[src/rtl/core/kce_pkg.sv]
// ----------------------------------------------------------------------------
// kce_pkg
// shared constants of the k-means centroid encoder
// ----------------------------------------------------------------------------
package kce_pkg;
	localparam int FEATURE_BITS = 20;
	localparam logic [FEATURE_BITS-1:0] FEATURE_MAX = '1;
	localparam logic [FEATURE_BITS-1:0] ONE_Q8 = 20'd256;

	localparam logic OP_CENTROID = 1'b0;
	localparam logic OP_PATCH = 1'b1;

	localparam int ADDR_BITS = 4;
	localparam logic [ADDR_BITS-1:0] REG_MODE = 4'h0;
	localparam logic [ADDR_BITS-1:0] REG_NUM_CENTROIDS = 4'h4;
	localparam logic [ADDR_BITS-1:0] REG_DIM_COUNT = 4'h8;

	localparam logic MODE_TRIANGLE = 1'b0;
	localparam logic MODE_HARD = 1'b1;
endpackage

[src/rtl/core/kce_isqrt.sv]
// ----------------------------------------------------------------------------
// kce_isqrt
// bit-pair iterative floor square root, saturated to the feature range
// ----------------------------------------------------------------------------
module kce_isqrt (
	input  logic        clk,
	input  logic        arst_n,
	input  logic        start,
	input  logic [63:0] radicand,
	output logic        done,
	output logic [19:0] root
);
	import kce_pkg::*;

	logic [63:0] rem_q;
	logic [31:0] root_q;
	logic [5:0]  step_q;
	logic        busy_q;
	logic [65:0] trial;
	logic [63:0] rad_q;
	logic [65:0] part;

	// restoring method: two radicand bits a step
	always_comb begin
		part = {rem_q, rad_q[63:62]};
		trial = part - {32'd0, root_q, 2'b01};
	end

	always_ff @(posedge clk or negedge arst_n) begin
		if (!arst_n) begin
			busy_q <= 1'b0;
			done <= 1'b0;
			step_q <= '0;
		end else begin
			done <= 1'b0;
			if (start) begin
				busy_q <= 1'b1;
				step_q <= '0;
			end else if (busy_q) begin
				step_q <= step_q + 6'd1;
				if (step_q == 6'd31) begin
					busy_q <= 1'b0;
					done <= 1'b1;
				end
			end
		end
	end

	always_ff @(posedge clk) begin
		if (start) begin
			rad_q <= radicand;
			rem_q <= '0;
			root_q <= '0;
		end else if (busy_q) begin
			rad_q <= {rad_q[61:0], 2'b00};
			if (!trial[65]) begin
				rem_q <= trial[63:0];
				root_q <= {root_q[30:0], 1'b1};
			end else begin
				rem_q <= part[63:0];
				root_q <= {root_q[30:0], 1'b0};
			end
		end
	end

	assign root = (root_q[31:20] != '0) ? FEATURE_MAX : root_q[19:0];
endmodule

[config.mk]
export PLATFORM = sky130hd
export DESIGN_NAME = kce_isqrt
export DESIGN_NICKNAME = d
export VERILOG_FILES = /design/src/rtl/core/kce_pkg.sv /design/src/rtl/core/kce_isqrt.sv
export SDC_FILE = /design/constraint.sdc
export NUM_CORES = 1
export LEC_CHECK = 0
export BUFFER_PORTS_ARGS = -buffer_cell sky130_fd_sc_hd__buf_2
export CORE_ASPECT_RATIO = 0.75
export CORE_UTILIZATION = 31
export CTS_CLUSTER_DIAMETER = 200
export DETAILED_ROUTE_END_ITERATION = 12
export PLACE_DENSITY = 0.57
export SLEW_MARGIN = 20
export SYNTH_ARGS = -nofsm -noshare
export SYNTH_HDL_FRONTEND = slang
export SYNTH_SLANG_ARGS = --single-unit
[constraint.sdc]
create_clock -name clk -period 10.7 [get_ports clk]
set_input_delay 1.605 -clock clk [delete_from_list [all_inputs] [get_ports clk]]
set_output_delay 1.605 -clock clk [all_outputs]
set_load 0.02 [all_outputs]
==> impl_metrics.json <==
{
  "status": "finished, final reports clean",
  "numCtsBuffers": 17,
  "period_share": 0.416,
  "met1_length_mm": 13.6,
  "yosysUniqueCellTypes": 81,
  "hpwl_mm": 17.9,
  "post-route-min-period_ns": 4.45,
  "initial_core_util": 0.319,
  "synth_ff_type": "dfxtp_1",
  "wl_per_cell_um": 16.6,
  "hold_viol": 0,
  "num-nets-final": 1225,
  "path_buf_inv": 1,
  "finalSetupViolCount": 0,
  "synth_area_sq_um": 10100,
  "drt_iter0_markers": 655,
  "cts_setup_buffers": 0,
  "die_y_um": 158,
  "final_cell_count_no_fill": 1572,
  "relSlewSlack": 0.327,
  "critPathArrivalTime_ns": 4.78,
  "drive_gt1_frac": 0.193,
  "viasPerCell": 5.34,
  "drc_errors": 0,
  "dp_cells": 1540,
  "cp_max_fo": 32,
  "io_buffers": 87,
  "synth_nets": 1191,
  "wl_met2_mm": 11.1,
  "clock_sinks": 168,
  "htree_levels": 4,
  "critPathCaptureType": "flip-flop",
  "antenna_found_initial": 0,
  "die_w_um": 210,
  "peakVddDrop_v": 0.000134,
  "num_rows": 56,
  "dieArea_sq_um": 33300,
  "avgSynthCellArea_sq_um": 9.27,
  "async_flop_share": 0.0476,
  "grt_pass1_wl_mm": 42.3,
  "core_sq_um": 31700,
  "startpoint_type": "flip-flop",
  "fmax_ghz": 0.225,
  "cpLargestDelayFamily": "compound AO/OA/AOI/OAI gates",
  "synth_edf_count": 64,
  "syn_to_final_growth_pct": 13.2,
  "syn-instance-count": 1090,
  "root_buffer": "clkbuf_16",
  "clk_latency_ns": 0.44,
  "p_per_area_nw_per_um2": 293,
  "worst-setup-path-type": "reg -> reg",
  "route.met3.wl_mm": 1.32,
  "cap_violations": 0,
  "routed-via-count": 8391,
  "clock_skew_ns": 0.0159,
  "drt-total-wl_mm": 26.1,
  "synth_seq_cells": 168,
  "grt_max_degree": 84,
  "num_antenna_cells": 0,
  "grt_pass1_vias": 7881,
  "p_leak_nw": 4.75,
  "firstDrtPassIters": 5,
  "cp.required_ns": 11.03,
  "cts.clk_slew.worst_paths_ns": 0.08,
  "gr-usage-all-layers": 0.159,
  "top_layer_used": "met4",
  "worstPathCellList": "inv_1, ha_1, nand2_1, o21ai_0, a21oi_1, a211oi_1, or4_4, nand3_2, or4_1, a311oi_1",
  "cts_resized": 0,
  "slowest_delay_ns": 0.83,
  "drv_slew": 0,
  "fin_setup_tns_ns": 0,
  "rsz0062_at_grt": "no",
  "drt.antenna.violating_nets": 0,
  "place_congestion": 0.873,
  "hp-class": "reg -> reg",
  "yosysWarnings": 0,
  "cts_tree": "yes",
  "grt-ovfl-total": 0,
  "cts_hold_buf": 0,
  "fin_ws_ns": 6.25,
  "io_pins": 88,
  "synth-seq-area-share": 0.400,
  "cpMaxStageDelayCell": "a211oi_1",
  "tightest_slew_ns": 1.01,
  "clock_path_buffers": 2,
  "dp_worst_setup_slack_ns": 6.29
}
[logic make-up after synthesis]
logic type / Yosys count / share of synthesized area
AOI/OAI and AO/OA: 231 / 0.165
xor gates and xnor gates: 33 / 0.0286
adders and majority gates: 34 / 0.0421
buffers and inverters: 123 / 0.0519
DFF: 168 / 0.400
muxes: 101 / 0.108
and+or+nand+nor: 400 / 0.204
[power by group]
group | total [mW] | leakage, nW | internal, mW | switching, mW
sequential | 0.929 | 1.57 | 0.798 | 0.131
combinational | 1.77 | 2.87 | 0.714 | 1.06
clock | 0.646 | 0.302 | 0.339 | 0.307
total | 3.35 | 4.75 | 1.85 | 1.50
[flip-flops by register name, indices dropped and copies added, names as in the netlist]
signal,count
step_q,6
rem_q,64
done,1
rad_q,64
busy_q,1
root_q,32
[worst reg2reg max path: stages (launching register included)]
cell	delay [ns]
dfxtp_1	0.35
inv_1	0.06
ha_1	0.46
nand2_1	0.08
o21ai_0	0.43
a21oi_1	0.24
a211oi_1	0.83
or4_4	0.27
nand3_2	0.63
or4_1	0.75
a311oi_1	0.25
[per-stage QoR]
step	area (sq um)	util	hold slack (ns)	power, mW
after floorplan	10100	-	0.443	2.31
after global placement	10800	0.342	0.469	2.65
after detailed placement	10800	0.342	0.482	2.67
after CTS	11400	0.361	0.494	3.34
after global routing	11400	0.361	0.502	3.60
final	11400	0.361	0.491	3.35
[cells in the mapped netlist (all sizes together), types with 3 or more instances]
master | number | area, sq um
a211oi | 14 | 105
a21o | 14 | 105
a21oi | 43 | 215
a221o | 4 | 40.0
a221oi | 3 | 32.5
a311oi | 35 | 313
a31oi | 3 | 18.8
a32oi | 11 | 96.3
and2 | 14 | 87.6
and3 | 11 | 68.8
buf | 22 | 145
clkbuf | 59 | 221
dfrtp | 8 | 200
dfxtp | 96 | 1920
edfxtp | 64 | 1920
ha | 34 | 425
inv | 42 | 158
mux2 | 63 | 709
mux2i | 38 | 380
nand2 | 85 | 319
nand2b | 5 | 31.3
nand3 | 26 | 135
nand4 | 39 | 244
nand4b | 3 | 26.3
nor2 | 114 | 428
nor2b | 7 | 43.8
nor3 | 31 | 166
nor3b | 3 | 22.5
nor4 | 13 | 103
o211ai | 15 | 113
o21a | 6 | 45.0
o21ai | 36 | 180
o21bai | 6 | 45.0
o31a | 3 | 26.3
o31ai | 10 | 75.1
or2 | 5 | 31.3
or3 | 14 | 97.6
or4 | 21 | 165
xnor2 | 18 | 158
xor2 | 15 | 131
[cells in the final DEF (no fill, tap or decap), types with 8 or more instances in the layout]
cell	Yosys	layout
ha_1	34	34
and3_1	11	11
nor2_1	114	113
nor3_1	30	30
mux2_2	62	62
nand2_1	85	85
or3_1	12	12
a32oi_1	11	11
clkbuf_16	0	17
buf_4	1	10
nand4_1	39	39
a311oi_1	34	34
dfxtp_1	96	96
buf_2	5	86
a21oi_1	43	43
xnor2_1	18	18
o21ai_0	25	25
inv_1	42	41
o211ai_1	15	15
o31ai_1	10	10
and2_1	13	13
nor4_1	11	8
a21o_1	14	14
or4_1	19	19
nand3_1	25	25
mux2i_1	38	38
o21ai_1	11	11
a211oi_1	14	14
edfxtp_1	64	64
xor2_1	15	15
[cell type report]
cell class                 count  area, sq um
timing repair buffer          96          505
sequential                   168         4050
tap                          435          544
clock inverter                15          185
multi-input combinational    799         5570
clock buffer                  17          425
fill                        3261        20200
inverter                      42          158
[metal layers]
metal / global-route usage / vias to the layer above
met4: 0.0269 / 0
li1: - / 4158
met2: 0.237 / 197
met5: 0 / -
met3: 0.0325 / 7
met1: 0.237 / 4029
[path summary, 6_finish.rpt]
check | cells after the start | slack, ns | start | to
max reg2reg | 10 | 6.25 | root_q[8] | rem_q[52]
min in group asynchronous | 1 | 1.01 | arst_n | done
min reg2reg | 2 | 0.49 | rem_q[5] | rem_q[5]
min | 2 | 0.49 | rem_q[5] | rem_q[5]
max | 10 | 6.25 | root_q[8] | rem_q[52]
max in group asynchronous | 1 | 9.50 | arst_n | busy_q
No activity file was read; power rests on OpenSTA's default activity.
